File: config.mk
export PLATFORM = sky130hd
export DESIGN_NAME = aging_priority_scheduler
export DESIGN_NICKNAME = d
export VERILOG_FILES = /design/src/rtl/aps_pkg.sv /design/src/rtl/aps_front.sv /design/src/rtl/aps_back.sv /design/src/rtl/aging_priority_scheduler.sv
export SDC_FILE = /design/constraint.sdc
export NUM_CORES = 2
export LEC_CHECK = 0
export ABC_AREA = 1
export BUFFER_PORTS_ARGS = -buffer_cell sky130_fd_sc_hd__buf_4
export CAP_MARGIN = 10
export CORE_MARGIN = 3
export CORE_UTILIZATION = 50
export CTS_CLUSTER_DIAMETER = 60
export DETAILED_ROUTE_END_ITERATION = 8
export PLACE_DENSITY_LB_ADDON = 0.2
export SLEW_MARGIN = 20
export SYNTH_ARGS = -nofsm -noshare
export SYNTH_HDL_FRONTEND = slang
export SYNTH_SLANG_ARGS = --single-unit
File: constraint.sdc
create_clock -name clk -period 17 [get_ports clk]
set_input_delay 0 -clock clk [delete_from_list [all_inputs] [get_ports clk]]
set_output_delay 0 -clock clk [all_outputs]
set_load 0.05 [all_outputs]
File: src/rtl/aps_pkg.sv
// ---------------------------------------------------------------------------
// aps_pkg
// Types, codes and sizes shared by the aging priority scheduler modules.
// ---------------------------------------------------------------------------
package aps_pkg;

  localparam int SLOTS = 16;
  localparam int IDX_W = $clog2(SLOTS);
  localparam int CNT_W = $clog2(SLOTS + 1);

  localparam logic OP_ARRIVE = 1'b0;
  localparam logic OP_TICK   = 1'b1;

  localparam logic [1:0] ST_ACCEPTED   = 2'd0;
  localparam logic [1:0] ST_TABLE_FULL = 2'd1;
  localparam logic [1:0] ST_ZERO_BURST = 2'd2;
  localparam logic [1:0] ST_TICK_DONE  = 2'd3;

  localparam logic [1:0] REG_PRIORITY_WEIGHT  = 2'd0;
  localparam logic [1:0] REG_REMAINING_WEIGHT = 2'd1;
  localparam logic [1:0] REG_AGING_PERIOD     = 2'd2;
  localparam logic [1:0] REG_UNUSED           = 2'd3;

  localparam logic [15:0] PRIO_MIN = 16'h8000;
  localparam logic [15:0] WAIT_MAX = 16'hFFFF;

  typedef enum logic [1:0] {
    K_ARRIVE,
    K_ZERO,
    K_TICK
  } kind_t;

  typedef enum logic [2:0] {
    E_IDLE,
    E_SCAN,
    E_UPDATE,
    E_DIV,
    E_FINISH
  } eng_state_t;

  typedef struct packed {
    kind_t       kind;
    logic [7:0]  pid;
    logic [15:0] burst;
    logic [7:0]  prio;
  } cmd_t;

  typedef struct packed {
    logic [7:0] priority_weight;
    logic [7:0] remaining_weight;
    logic [7:0] aging_period;
  } cfg_t;

  typedef struct packed {
    logic [1:0]  status;
    logic        ran_valid;
    logic [7:0]  ran_pid;
    logic        done_valid;
    logic [7:0]  done_pid;
    logic [15:0] done_wait;
  } res_t;

endpackage

File: src/rtl/aps_front.sv
// ---------------------------------------------------------------------------
// aps_front
// Accepts input items, classifies them and holds them in a two-entry queue.
// ---------------------------------------------------------------------------
module aps_front (
  input  logic              clk,
  input  logic              rst,
  input  logic              push,
  output logic              full,
  input  logic              op,
  input  logic [7:0]        new_pid,
  input  logic [15:0]       new_burst,
  input  logic [7:0]        new_priority,
  output logic              cmd_valid,
  output aps_pkg::cmd_t     cmd,
  input  logic              cmd_take
);

  aps_pkg::cmd_t q [2];
  logic          wr_ptr;
  logic          rd_ptr;
  logic [1:0]    count;
  aps_pkg::cmd_t cls;
  logic          do_push;
  logic          do_pop;

  // Zero-burst arrivals are marked here so the back end answers them at once.
  always_comb begin
    cls.pid   = new_pid;
    cls.burst = new_burst;
    cls.prio  = new_priority;
    if (op == aps_pkg::OP_TICK) begin
      cls.kind = aps_pkg::K_TICK;
    end else if (new_burst == 16'd0) begin
      cls.kind = aps_pkg::K_ZERO;
    end else begin
      cls.kind = aps_pkg::K_ARRIVE;
    end
  end

  assign full      = (count == 2'd2);
  assign cmd_valid = (count != 2'd0);
  assign cmd       = q[rd_ptr];
  assign do_push   = push && !full;
  assign do_pop    = cmd_take && cmd_valid;

  always_ff @(posedge clk) begin
    if (do_push) begin
      q[wr_ptr] <= cls;
    end
  end

  always_ff @(posedge clk) begin
    if (rst) begin
      wr_ptr <= 1'b0;
      rd_ptr <= 1'b0;
      count  <= 2'd0;
    end else begin
      if (do_push) begin
        wr_ptr <= !wr_ptr;
      end
      if (do_pop) begin
        rd_ptr <= !rd_ptr;
      end
      count <= count + {1'b0, do_push} - {1'b0, do_pop};
    end
  end

endmodule

File: src/rtl/aps_back.sv
// ---------------------------------------------------------------------------
// aps_back
// Task table and sequencer: inserts tasks, scans for the best score, ages
// the other tasks with a bit-serial remainder unit, and holds the result.
// ---------------------------------------------------------------------------
module aps_back (
  input  logic           clk,
  input  logic           rst,
  input  aps_pkg::cfg_t  cfg,
  input  logic           cmd_valid,
  input  aps_pkg::cmd_t  cmd,
  output logic           cmd_take,
  output logic           out_valid,
  output aps_pkg::res_t  out_res,
  input  logic           out_pop
);

  logic [aps_pkg::SLOTS-1:0] slot_valid;
  logic [7:0]                slot_pid  [aps_pkg::SLOTS];
  logic [15:0]               slot_rem  [aps_pkg::SLOTS];
  logic [15:0]               slot_prio [aps_pkg::SLOTS];
  logic [15:0]               slot_wait [aps_pkg::SLOTS];

  aps_pkg::eng_state_t state, state_next;

  logic [aps_pkg::CNT_W-1:0] cnt;
  logic [aps_pkg::IDX_W-1:0] idx;
  logic                      cnt_end;

  logic [7:0]  rd_pid;
  logic [15:0] rd_rem;
  logic [15:0] rd_prio;
  logic [15:0] rd_wait;

  logic                      free_found;
  logic [aps_pkg::IDX_W-1:0] free_idx;

  // Scan pipeline stage: products of one slot.
  logic                      sv;
  logic signed [24:0]        s_pp;
  logic [23:0]               s_pr;
  logic [aps_pkg::IDX_W-1:0] s_idx;
  logic [7:0]                s_pid;
  logic signed [24:0]        pp;
  logic [23:0]               pr;
  logic signed [25:0]        score;

  logic                      best_found;
  logic signed [25:0]        best_score;
  logic [aps_pkg::IDX_W-1:0] best_idx;
  logic [7:0]                best_pid;

  // Remainder unit for the aging test.
  logic [15:0] div_sh;
  logic [7:0]  rmd;
  logic [3:0]  step;
  logic [8:0]  trial;
  logic [7:0]  rmd_next;

  logic [15:0] rem_dec;
  logic [15:0] wait_inc;
  aps_pkg::res_t res;
  aps_pkg::res_t idle_res;

  assign idx     = cnt[aps_pkg::IDX_W-1:0];
  assign cnt_end = (cnt == aps_pkg::CNT_W'(aps_pkg::SLOTS));
  assign rd_pid  = slot_pid[idx];
  assign rd_rem  = slot_rem[idx];
  assign rd_prio = slot_prio[idx];
  assign rd_wait = slot_wait[idx];

  always_comb begin
    free_found = 1'b0;
    free_idx   = '0;
    for (int s = aps_pkg::SLOTS - 1; s >= 0; s--) begin
      if (!slot_valid[s]) begin
        free_found = 1'b1;
        free_idx   = aps_pkg::IDX_W'(s);
      end
    end
  end

  // Result of an item taken in the idle state; tick fields are filled later.
  always_comb begin
    idle_res = '0;
    if (cmd.kind == aps_pkg::K_TICK) begin
      idle_res.status = aps_pkg::ST_TICK_DONE;
    end else if (cmd.kind == aps_pkg::K_ZERO) begin
      idle_res.status = aps_pkg::ST_ZERO_BURST;
    end else if (free_found) begin
      idle_res.status = aps_pkg::ST_ACCEPTED;
    end else begin
      idle_res.status = aps_pkg::ST_TABLE_FULL;
    end
  end

  assign pp    = $signed(rd_prio) * $signed({1'b0, cfg.priority_weight});
  assign pr    = rd_rem * cfg.remaining_weight;
  assign score = {s_pp[24], s_pp} + $signed({2'b00, s_pr});

  assign trial    = {rmd, div_sh[15]};
  assign rmd_next = (trial >= {1'b0, cfg.aging_period}) ?
                    8'(trial - {1'b0, cfg.aging_period}) : trial[7:0];
  assign rem_dec  = (rd_rem != 16'd0) ? rd_rem - 16'd1 : rd_rem;
  assign wait_inc = rd_wait + 16'd1;

  always_ff @(posedge clk) begin
    if (rst) begin
      state <= aps_pkg::E_IDLE;
    end else begin
      state <= state_next;
    end
  end

  always_comb begin
    state_next = state;
    cmd_take   = 1'b0;
    unique case (state)
      aps_pkg::E_IDLE: begin
        if (cmd_valid) begin
          cmd_take   = 1'b1;
          state_next = (cmd.kind == aps_pkg::K_TICK) ? aps_pkg::E_SCAN : aps_pkg::E_FINISH;
        end
      end
      aps_pkg::E_SCAN: begin
        if (cnt_end) begin
          state_next = aps_pkg::E_UPDATE;
        end
      end
      aps_pkg::E_UPDATE: begin
        if (cnt_end) begin
          state_next = aps_pkg::E_FINISH;
        end else if (!(best_found && idx == best_idx) && slot_valid[idx] &&
                     rd_wait != aps_pkg::WAIT_MAX && cfg.aging_period != 8'd0) begin
          state_next = aps_pkg::E_DIV;
        end
      end
      aps_pkg::E_DIV: begin
        if (step == 4'd15) begin
          state_next = aps_pkg::E_UPDATE;
        end
      end
      aps_pkg::E_FINISH: begin
        if (!out_valid || out_pop) begin
          state_next = aps_pkg::E_IDLE;
        end
      end
      default: state_next = aps_pkg::E_IDLE;
    endcase
  end

  // Control registers of the table and the result buffer.
  always_ff @(posedge clk) begin
    if (rst) begin
      slot_valid <= '0;
      out_valid  <= 1'b0;
    end else begin
      if (state == aps_pkg::E_IDLE && cmd_valid && cmd.kind == aps_pkg::K_ARRIVE &&
          free_found) begin
        slot_valid[free_idx] <= 1'b1;
      end
      if (state == aps_pkg::E_UPDATE && !cnt_end && best_found && idx == best_idx &&
          rem_dec == 16'd0) begin
        slot_valid[idx] <= 1'b0;
      end
      if (state == aps_pkg::E_FINISH && (!out_valid || out_pop)) begin
        out_valid <= 1'b1;
      end else if (out_pop) begin
        out_valid <= 1'b0;
      end
    end
  end

  always_ff @(posedge clk) begin
    if (state == aps_pkg::E_FINISH && (!out_valid || out_pop)) begin
      out_res <= res;
    end
    unique case (state)
      aps_pkg::E_IDLE: begin
        cnt        <= '0;
        sv         <= 1'b0;
        best_found <= 1'b0;
        if (cmd_valid) begin
          res <= idle_res;
          if (cmd.kind == aps_pkg::K_ARRIVE && free_found) begin
            slot_pid[free_idx]  <= cmd.pid;
            slot_rem[free_idx]  <= cmd.burst;
            slot_prio[free_idx] <= {{8{cmd.prio[7]}}, cmd.prio};
            slot_wait[free_idx] <= 16'd0;
          end
        end
      end
      aps_pkg::E_SCAN: begin
        if (!cnt_end) begin
          sv    <= slot_valid[idx];
          s_pp  <= pp;
          s_pr  <= pr;
          s_idx <= idx;
          s_pid <= rd_pid;
          cnt   <= cnt + 1'b1;
        end else begin
          sv  <= 1'b0;
          cnt <= '0;
        end
        if (sv && (!best_found || score < best_score)) begin
          best_found <= 1'b1;
          best_score <= score;
          best_idx   <= s_idx;
          best_pid   <= s_pid;
        end
      end
      aps_pkg::E_UPDATE: begin
        res.ran_valid <= best_found;
        res.ran_pid   <= best_found ? best_pid : 8'd0;
        if (!cnt_end) begin
          if (best_found && idx == best_idx) begin
            slot_rem[idx] <= rem_dec;
            if (rem_dec == 16'd0) begin
              res.done_valid <= 1'b1;
              res.done_pid   <= rd_pid;
              res.done_wait  <= rd_wait;
            end
            cnt <= cnt + 1'b1;
          end else if (slot_valid[idx] && rd_wait != aps_pkg::WAIT_MAX) begin
            slot_wait[idx] <= wait_inc;
            div_sh         <= wait_inc;
            rmd            <= 8'd0;
            step           <= 4'd0;
            if (cfg.aging_period == 8'd0) begin
              cnt <= cnt + 1'b1;
            end
          end else begin
            cnt <= cnt + 1'b1;
          end
        end
      end
      aps_pkg::E_DIV: begin
        rmd    <= rmd_next;
        div_sh <= {div_sh[14:0], 1'b0};
        step   <= step + 4'd1;
        if (step == 4'd15) begin
          if (rmd_next == 8'd0 && rd_prio != aps_pkg::PRIO_MIN) begin
            slot_prio[idx] <= rd_prio - 16'd1;
          end
          cnt <= cnt + 1'b1;
        end
      end
      aps_pkg::E_FINISH: begin
      end
      default: begin
      end
    endcase
  end

endmodule

File: src/rtl/aging_priority_scheduler.sv
// ---------------------------------------------------------------------------
// Aging priority scheduler
// Task table scheduler with score-based selection and priority aging.
// ---------------------------------------------------------------------------
// Usage: each input transfer (push while full is low) carries either an arrive
// item (op 0: new_pid, new_burst, new_priority) or a scheduler tick (op 1).
// Every item yields exactly one result transfer, in order, taken with pop
// while empty is low. Arrive results report accepted, table full or zero
// burst; tick results report the task that ran and any task that finished.
// Flow: an arrive item goes from the queue straight to the result, while a
// tick runs a score scan over all slots and then a table walk, with a
// remainder pass for every ready task that ages, since the aging test runs
// through a one-bit-per-cycle remainder unit. The two-entry input queue
// keeps accepting while the sequencer works, and a finished result waits in
// its own register so the sequencer can take the next item. If the receiver
// stalls, one result waits, the sequencer holds the following one, and the
// queue fills and raises full. Reset (rst, synchronous) empties both queues
// and the task table and loads the weights 10 and 1 and an aging period of
// 5. The user must write the registers over the APB port only while the
// block is idle; the block itself does not enforce it.
// ---------------------------------------------------------------------------
module aging_priority_scheduler (
  input  logic        clk,
  input  logic        rst,
  // Input queue side
  input  logic        push,
  output logic        full,
  input  logic        op,
  input  logic [7:0]  new_pid,
  input  logic [15:0] new_burst,
  input  logic signed [7:0] new_priority,
  // Result queue side
  output logic        empty,
  input  logic        pop,
  output logic [1:0]  status,
  output logic        ran_valid,
  output logic [7:0]  ran_pid,
  output logic        done_valid,
  output logic [7:0]  done_pid,
  output logic [15:0] done_wait,
  // Configuration port
  input  logic        psel,
  input  logic        penable,
  input  logic        pwrite,
  input  logic [3:0]  paddr,
  input  logic [31:0] pwdata,
  output logic [31:0] prdata,
  output logic        pready
);

  aps_pkg::cfg_t cfg;
  aps_pkg::cmd_t cmd;
  aps_pkg::res_t res;
  logic          cmd_valid;
  logic          cmd_take;
  logic          res_valid;
  logic          cfg_write;

  assign pready    = 1'b1;
  assign cfg_write = psel && penable && pwrite && pready;

  // The three eight-bit registers sit at addresses 0, 4 and 8.
  always_ff @(posedge clk) begin
    if (rst) begin
      cfg.priority_weight  <= 8'd10;
      cfg.remaining_weight <= 8'd1;
      cfg.aging_period     <= 8'd5;
    end else if (cfg_write) begin
      unique case (paddr[3:2])
        aps_pkg::REG_PRIORITY_WEIGHT:  cfg.priority_weight  <= pwdata[7:0];
        aps_pkg::REG_REMAINING_WEIGHT: cfg.remaining_weight <= pwdata[7:0];
        aps_pkg::REG_AGING_PERIOD:     cfg.aging_period     <= pwdata[7:0];
        aps_pkg::REG_UNUSED: begin
        end
        default: begin
        end
      endcase
    end
  end

  always_comb begin
    unique case (paddr[3:2])
      aps_pkg::REG_PRIORITY_WEIGHT:  prdata = {24'd0, cfg.priority_weight};
      aps_pkg::REG_REMAINING_WEIGHT: prdata = {24'd0, cfg.remaining_weight};
      aps_pkg::REG_AGING_PERIOD:     prdata = {24'd0, cfg.aging_period};
      default:                       prdata = 32'd0;
    endcase
  end

  // Front end: classifies each item and queues it for the sequencer.
  aps_front u_front (
    .clk          (clk),
    .rst          (rst),
    .push         (push),
    .full         (full),
    .op           (op),
    .new_pid      (new_pid),
    .new_burst    (new_burst),
    .new_priority (new_priority),
    .cmd_valid    (cmd_valid),
    .cmd          (cmd),
    .cmd_take     (cmd_take)
  );

  // Back end: owns the task table and produces one result per item.
  aps_back u_back (
    .clk       (clk),
    .rst       (rst),
    .cfg       (cfg),
    .cmd_valid (cmd_valid),
    .cmd       (cmd),
    .cmd_take  (cmd_take),
    .out_valid (res_valid),
    .out_res   (res),
    .out_pop   (pop)
  );

  assign empty      = !res_valid;
  assign status     = res.status;
  assign ran_valid  = res.ran_valid;
  assign ran_pid    = res.ran_pid;
  assign done_valid = res.done_valid;
  assign done_pid   = res.done_pid;
  assign done_wait  = res.done_wait;

endmodule

Yosys cells after proc, flatten, opt, wreduce, memory -nomap -nowiden
Memory sizes are Yosys's and may differ from the RTL's. A register that Yosys moved wholly into a read port is not among the register bits.
Cells that the tools add are included.
- RAM bits: 964
- output and inout bits: 71
- register bits after elaboration: 254
- memories: 5
- word-level logic and storage cells: 272
- bits of input ports: 76
- memory list (memory ; depth ; bits a word ; rd ports ; clocked after memory_dff ; wr ports ; RTL line ; RTL):
    u_back.slot_prio ; 16 ; 16 ; 1 ; 1 ; 1 ; aps_back.sv:21 ; logic [15:0] slot_prio [aps_pkg::SLOTS];
    u_back.slot_rem ; 16 ; 16 ; 1 ; 1 ; 1 ; aps_back.sv:20 ; logic [15:0] slot_rem [aps_pkg::SLOTS];
    u_back.slot_wait ; 16 ; 16 ; 1 ; 1 ; 1 ; aps_back.sv:22 ; logic [15:0] slot_wait [aps_pkg::SLOTS];
    u_back.slot_pid ; 16 ; 8 ; 1 ; 1 ; 1 ; aps_back.sv:19 ; logic [7:0] slot_pid [aps_pkg::SLOTS];
    u_front.q ; 2 ; 34 ; 1 ; 1 ; 1 ; aps_front.sv:19 ; aps_pkg::cmd_t q [2];
- order comparisons: 6
- equal/unequal tests: 26
- $mul: 2
- multiplexer cells: 123
- reductions and logical operators: 62
- bitwise gates (word level): 4
- add/sub/neg operators: 9
- operators with widths (cell ; number):
    $mux W16 ; 10
    $mux W4 ; 26
    $mux W25 ; 3
    $pmux W34 S2 ; 1
    $mux W1 ; 51
    $reduce_or A16 Y1 ; 3
    $mux W8 ; 5
    $mux W34 ; 1
    $logic_not A16 Y1 ; 2
    $ne A16 B16 Y1 const B ; 2
    $pmux W16 S2 ; 1
    $sub A16 B1 Y16 const B ; 2
    $mux W5 ; 6
    $add A25 B25 Y26 ; 1
    $lt A26 B26 Y1 ; 1
    $mul A16 B9 Y25 ; 1
    $mul A16 B8 Y24 ; 1
    $pmux W8 S3 ; 1
    $logic_and A1 B1 Y1 ; 22
    $mux W3 ; 7
    $pmux W5 S4 ; 1
    $add A16 B1 Y16 const B ; 1
    $and A16 B16 Y16 ; 1
    $logic_not A8 Y1 ; 2
    42 further kinds ; 80

Depth between registers and ports, before layout
- depth after elaboration: 25
- depth in mapped cells: 36
- mapped depth without buffers: 32

Hierarchy
A second synthesis with hierarchy kept.
- cells, all modules: 5608
- area, all modules: 61390.1 um^2
- by module, submodules not included (module ; cells each ; area an instance (um^2) ; sequential area each (um^2) ; times used):
    aps_back ; 5241 ; 57116.0 ; 33572.2 ; 1
    aps_front ; 159 ; 2919.0 ; 2142.1 ; 1
    aging_priority_scheduler ; 208 ; 1355.0 ; 480.5 ; 1

Least setup slack after synthesis
Ideal clock, no wire load.
- path kind: reg-to-reg
- start point: register (tool-made name)
- end point: register u_back.s_pp[24] (data pin)
- data arrival time: 5548 ps
- buffers on the path: 4
- setup time: 264 ps
- cell stages (with the launch flop): 31
- slack: 11189 ps
- required time: 16736 ps
- clock period less this slack: 5811 ps
- path through: dfxtp_1 buf_6 inv_4 buf_6 buf_6 buf_2 nor2_1 nor2_1 o21ai_0 o211ai_1 o211ai_1 nand2_1 inv_1 nor2_1 inv_1 fa_1 inv_1 fa_1 fa_1 inv_1 fa_1 inv_1 ha_1 nand2_1 nor4_1 a21oi_1 o21ai_0 a21boi_0 o21ai_0 a31oi_1 xor2_1
- RTL lines (what ; RTL line ; RTL):
    end signal: assignment ; aps_back.sv:196 ; s_pp <= pp;
    end: declaration ; aps_back.sv:40 ; logic signed [24:0] s_pp;

==> results_tabular.tex <==
\begin{tabular}{lr}
\hline
Metric & Value \\
\hline
\multicolumn{2}{l}{\textbf{Run status}} \\
\quad Outcome & completed \\
\multicolumn{2}{l}{\textbf{Power and ir drop}} \\
\quad Fraction of power consumed by combinational cells & 0.422 \\
\quad Pint & $\sim$7100 µW \\
\quad Fraction of power spent switching nets & 0.397 \\
\quad Post-route total power & 11800 µW \\
\quad Worst supply voltage drop on vdd & approximately 0.18 mV \\
\quad Part of the total power dissipated in sequential elements & 0.342 \\
\quad PD cells & 175 nW/µm² \\
\quad Leakage Power & 0.0255 µW \\
\quad Net Sw Power & 4710 µW \\
\quad Part of the power in the clock network & 0.236 \\
\multicolumn{2}{l}{\textbf{Drt}} \\
\quad Total Wirelength & around 150000 µm \\
\quad WL per Instance & 20.7 µm \\
\quad Detailed Route Iter0 Violations & 3552 \\
\quad Detailed Routing Iterations Pass 1 & 5 \\
\quad Via Count & roughly 41000 \\
\quad Detailed-route vias per instance & 5.56 \\
\quad Count of unresolved DRC violations after routing & 0 \\
\quad Routed Antenna Nets & 0 \\
\multicolumn{2}{l}{\textbf{Placed design}} \\
\quad Routability congestion estimate from global placement & 0.872 \\
\quad Port bufs & 95 \\
\quad Detail Placement HPWL & between 90000 and 100000 µm \\
\quad Worst slack, placed & 7.59 ns \\
\quad Post-DP Area & 62600 µm² \\
\multicolumn{2}{l}{\textbf{Critical path}} \\
\quad Slowest stage cell, crit path & sky130\_fd\_sc\_hd\_\_buf\_4 \\
\quad Maximum fanout encountered on the critical timing path & 85 \\
\quad Max incr delay on CP & between 0.7 and 0.8 ns \\
\quad Data required time at the worst endpoint & $\sim$18 ns \\
\quad Kind of start point of the critical path & register \\
\quad Most frequent CP cell & sky130\_fd\_sc\_hd\_\_a21oi\_1 \\
\quad Data arrival time of the critical path & 10.06 ns \\
\quad Category of the critical setup timing path & reg2reg \\
\quad Capturing element type of the critical path & register \\
\multicolumn{2}{l}{\textbf{Logic synthesis}} \\
\quad Cell taking the most area after synthesis & sky130\_fd\_sc\_hd\_\_edfxtp\_1 \\
\quad Largest cells by area after synthesis & sky130\_fd\_sc\_hd\_\_edfxtp\_1, sky130\_fd\_sc\_hd\_\_fa\_1, sky130\_fd\_sc\_hd\_\_nor2\_1 \\
\quad Synth warn & 0 \\
\quad Top flip-flop cell by instance count after synthesis & sky130\_fd\_sc\_hd\_\_edfxtp\_1 \\
\quad Post-synthesis register bit count & 1223 \\
\quad Simple-gate area share of the yosys netlist & 0.135 \\
\quad Part of the Yosys area used for sequential elements & 0.599 \\
\quad Number of library cell types mapped by synthesis & 60 \\
\quad Proportion of synthesized flip-flops having asynchronous set or reset & 0 \\
\quad Complex-gate fraction of the synthesized area & 0.0902 \\
\quad Main combinational cell family by area after synthesis & simple AND/OR/NAND/NOR gates \\
\quad Portion of synthesized cell area occupied by the leading cell type & 0.582 \\
\quad Number of enable flip-flop cells after synthesis & around 1200 \\
\quad Post-Synthesis Mean Instance Area & about 11 µm² \\
\quad Area share of fa/ha/maj cells after synthesis & 0.0965 \\
\quad Mux contribution to synthesized area & 0 \\
\quad Cell area after technology mapping & between 60000 and 70000 µm² \\
\quad Most common library cells after synthesis & sky130\_fd\_sc\_hd\_\_edfxtp\_1, sky130\_fd\_sc\_hd\_\_nor2\_1, sky130\_fd\_sc\_hd\_\_nand2\_1 \\
\quad Cells after Synth & 5480 \\
\quad XOR/XNOR Fraction of Synth Area & 0.0151 \\
\quad Most numerous cell in the Yosys netlist & sky130\_fd\_sc\_hd\_\_edfxtp\_1 \\
\multicolumn{2}{l}{\textbf{Floorplan}} \\
\quad Initial cell density of the core & 0.508 \\
\quad Die boundary height & 354 µm \\
\quad Total Die Area & 125000 µm² \\
\quad Area of the core & about 120000 µm² \\
\quad I/O Pins & 147 \\
\quad Site Rows & $\sim$130 \\
\quad Floorplan die width & 354 µm \\
\multicolumn{2}{l}{\textbf{Timing}} \\
\quad Final hold slack & between 0.08 and 0.09 ns \\
\quad Post-Route Setup TNS & 0 ns \\
\quad Setup repair after global routing missed its margin & no \\
\quad Final slew viol count & 0 \\
\quad Highest clock rate & 105 MHz \\
\quad Crit share post-route & 0.558 \\
\quad Final Critical Period & 9.49 ns \\
\quad Max transition margin & 0.262 \\
\quad Final worst slack & approximately 7.5 ns \\
\quad Layout Skew & 0.0452 ns \\
\quad Worst slew pin tran & 1.11 ns \\
\quad Number of hold violations in the final report & 0 \\
\quad Setup-violating endpoint count in the final report & 0 \\
\multicolumn{2}{l}{\textbf{Global route}} \\
\quad Maximum number of pins on one net before global-route repair & 174 \\
\quad Antenna violations before repair & 4 \\
\quad Number of global-route vias before repair & 40000 \\
\quad Final global-route overflow total & 0 \\
\quad Tot GR Track Use & 0.243 \\
\quad Wire length of the first global-routing pass & 235000 µm \\
\multicolumn{2}{l}{\textbf{Clock network}} \\
\quad Clock sink total & between 1000 and 1500 \\
\quad Number of buffers created by CTS & between 100 and 150 \\
\quad Worst-Skew Late Latency & 0.76 ns \\
\quad H-tree levels & 4 \\
\quad Clock root buffer & sky130\_fd\_sc\_hd\_\_clkbuf\_16 \\
\quad TritonCTS clock tree & built \\
\quad Maximum clock insertion buffer count & 3 \\
\quad CTS clk-pin slew, worst paths & 0.06 ns \\
\quad Number of cells upsized or downsized after cts & 0 \\
\multicolumn{2}{l}{\textbf{Run}} \\
\quad Number of max-capacitance violations reported & 0 \\
\multicolumn{2}{l}{\textbf{Layout}} \\
\quad Number of nets in the finished design & about 6100 \\
\quad Fraction of layout cells with a size suffix above 1 & 0.0903 \\
\quad Flip-flop and latch area & 36200 µm² \\
\quad Area overhead of the layout relative to synthesis & 12.1\% \\
\quad Total area of multi-input combinational cells & 20600 µm² \\
\quad Fill cells & a little under 10000 \\
\quad Summed area of non-filler cells in the final layout & 67700 µm² \\
\multicolumn{2}{l}{\textbf{Hold path}} \\
\quad Class of the worst hold path & in2reg \\
\hline
\end{tabular}
==> critical path, delay by kind of cell (launching register included) <==
kind,cells,cell delay (ns)
flops,1,0.74
xor+xnor,1,0.24
fa+ha+maj,5,2.26
compound gates,8,1.52
buf+inv,9,3.47
simple gates,7,0.91
==> routing by layer <==
metal,track usage,vias up,part of all wire
li1,-,19100,-
met1,0.328,20200,0.43
met2,0.408,1330,0.48
met3,0.0353,285,0.061
met4,0.0789,0,0.028
met5,0,-,0
==> final timing paths <==
path / startpoint / endpoint / slack [ns] / cells past startpoint
worst max-delay path: register / u_back.s_pr[22] / 7.51 / 30
worst min-delay path: op / u_front.q[1][33] / 0.09 / 2
worst max register to register: register / u_back.s_pr[22] / 7.51 / 30
worst min register to register: u_back.res[28] / u_back.out_res[28] / 0.41 / 0
==> power groups by stage <==
stage                     clock network [µW]  logic, µW  registers [µW]
final                                   2800       5000            4050
after global routing                    2970       5670            4070
after CTS                               2850       5000            4050
after detailed placement                   0       4960            4110
after global placement                     0       4880            4100
after floorplan                            0       3530            4090
==> kinds of logic after synthesis <==
logic type	after synthesis
AO/OA/AOI/OAI	930
adder cells (fa/ha/maj)	353
buffers and inverters	884
AND/OR/NAND/NOR	1984
other	2
flip-flops	1223
XOR/XNOR	104
==> stage by stage <==
step	util	cells
2_1_floorplan	-	5503
3_3_place_gp	0.526	7035
3_5_place_dp	0.526	7035
4_1_cts	0.568	7355
5_1_grt	0.569	7356
6_report	0.569	7360
==> flip-flops by register name, indices dropped and copies added, names as in the netlist, 5 cells and up, named ones only <==
signal             count
u_back.s_pr           24
cfg                   24
u_back.slot_pid      128
u_back.best_score     26
u_back.out_res        36
u_back.res            36
u_back.slot_prio     256
u_back.best_pid        8
u_back.slot_valid     16
u_front.q             68
u_back.s_pid           8
u_back.div_sh         16
u_back.rmd             8
u_back.s_pp           25
u_back.cnt             5
u_back.slot_wait     256
u_back.slot_rem      256
==> cells in the final DEF, fill, tap and decap left out, drive strengths merged, types with 5 or more instances in the layout <==
| cell type | synthesis | routed |
|---|---|---|
| o31ai | 5 | 5 |
| nor4 | 8 | 8 |
| fa | 188 | 188 |
| o21ai | 472 | 472 |
| nand3 | 264 | 264 |
| clkbuf | 107 | 167 |
| a21oi | 166 | 166 |
| clkinv | 15 | 69 |
| o22ai | 28 | 28 |
| dlygate4sd3 | 0 | 79 |
| o21bai | 5 | 5 |
| inv | 606 | 615 |
| conb | 2 | 25 |
| nor3 | 19 | 19 |
| o21a | 16 | 16 |
| nand4 | 30 | 30 |
| o211ai | 123 | 123 |
| buf | 156 | 196 |
| ha | 165 | 165 |
| nor2 | 873 | 873 |
| o221ai | 75 | 75 |
| edfxtp | 1170 | 1170 |
| a31oi | 22 | 22 |
| nand2 | 771 | 771 |
| xnor2 | 32 | 32 |
| xor2 | 72 | 72 |
| a21boi | 6 | 6 |
| bufinv | 0 | 7 |
| dfxtp | 53 | 53 |
| or2 | 15 | 15 |
==> repair_timing <==
| item | 4_1_cts | 5_1_grt |
|---|---|---|
| buffers inserted | 0 | 0 |
| endpoints found under the hold margin | 119 | 0 |
| hold buffers | 79 | 0 |
| endpoints found under the setup margin | 0 | 0 |
==> layout make-up <==
class | count | area share
diodes | 4 | 0.000148
repair buffers | 275 | 0.0341
clock buffers | 167 | 0.0524
flip-flops and latches | 1223 | 0.535
well taps | 1600 | 0.0296
inverters | 621 | 0.0347
multi-input cells | 3396 | 0.304
clock inverters | 74 | 0.0102
Note: power is estimated with default switching activity, not from simulation.
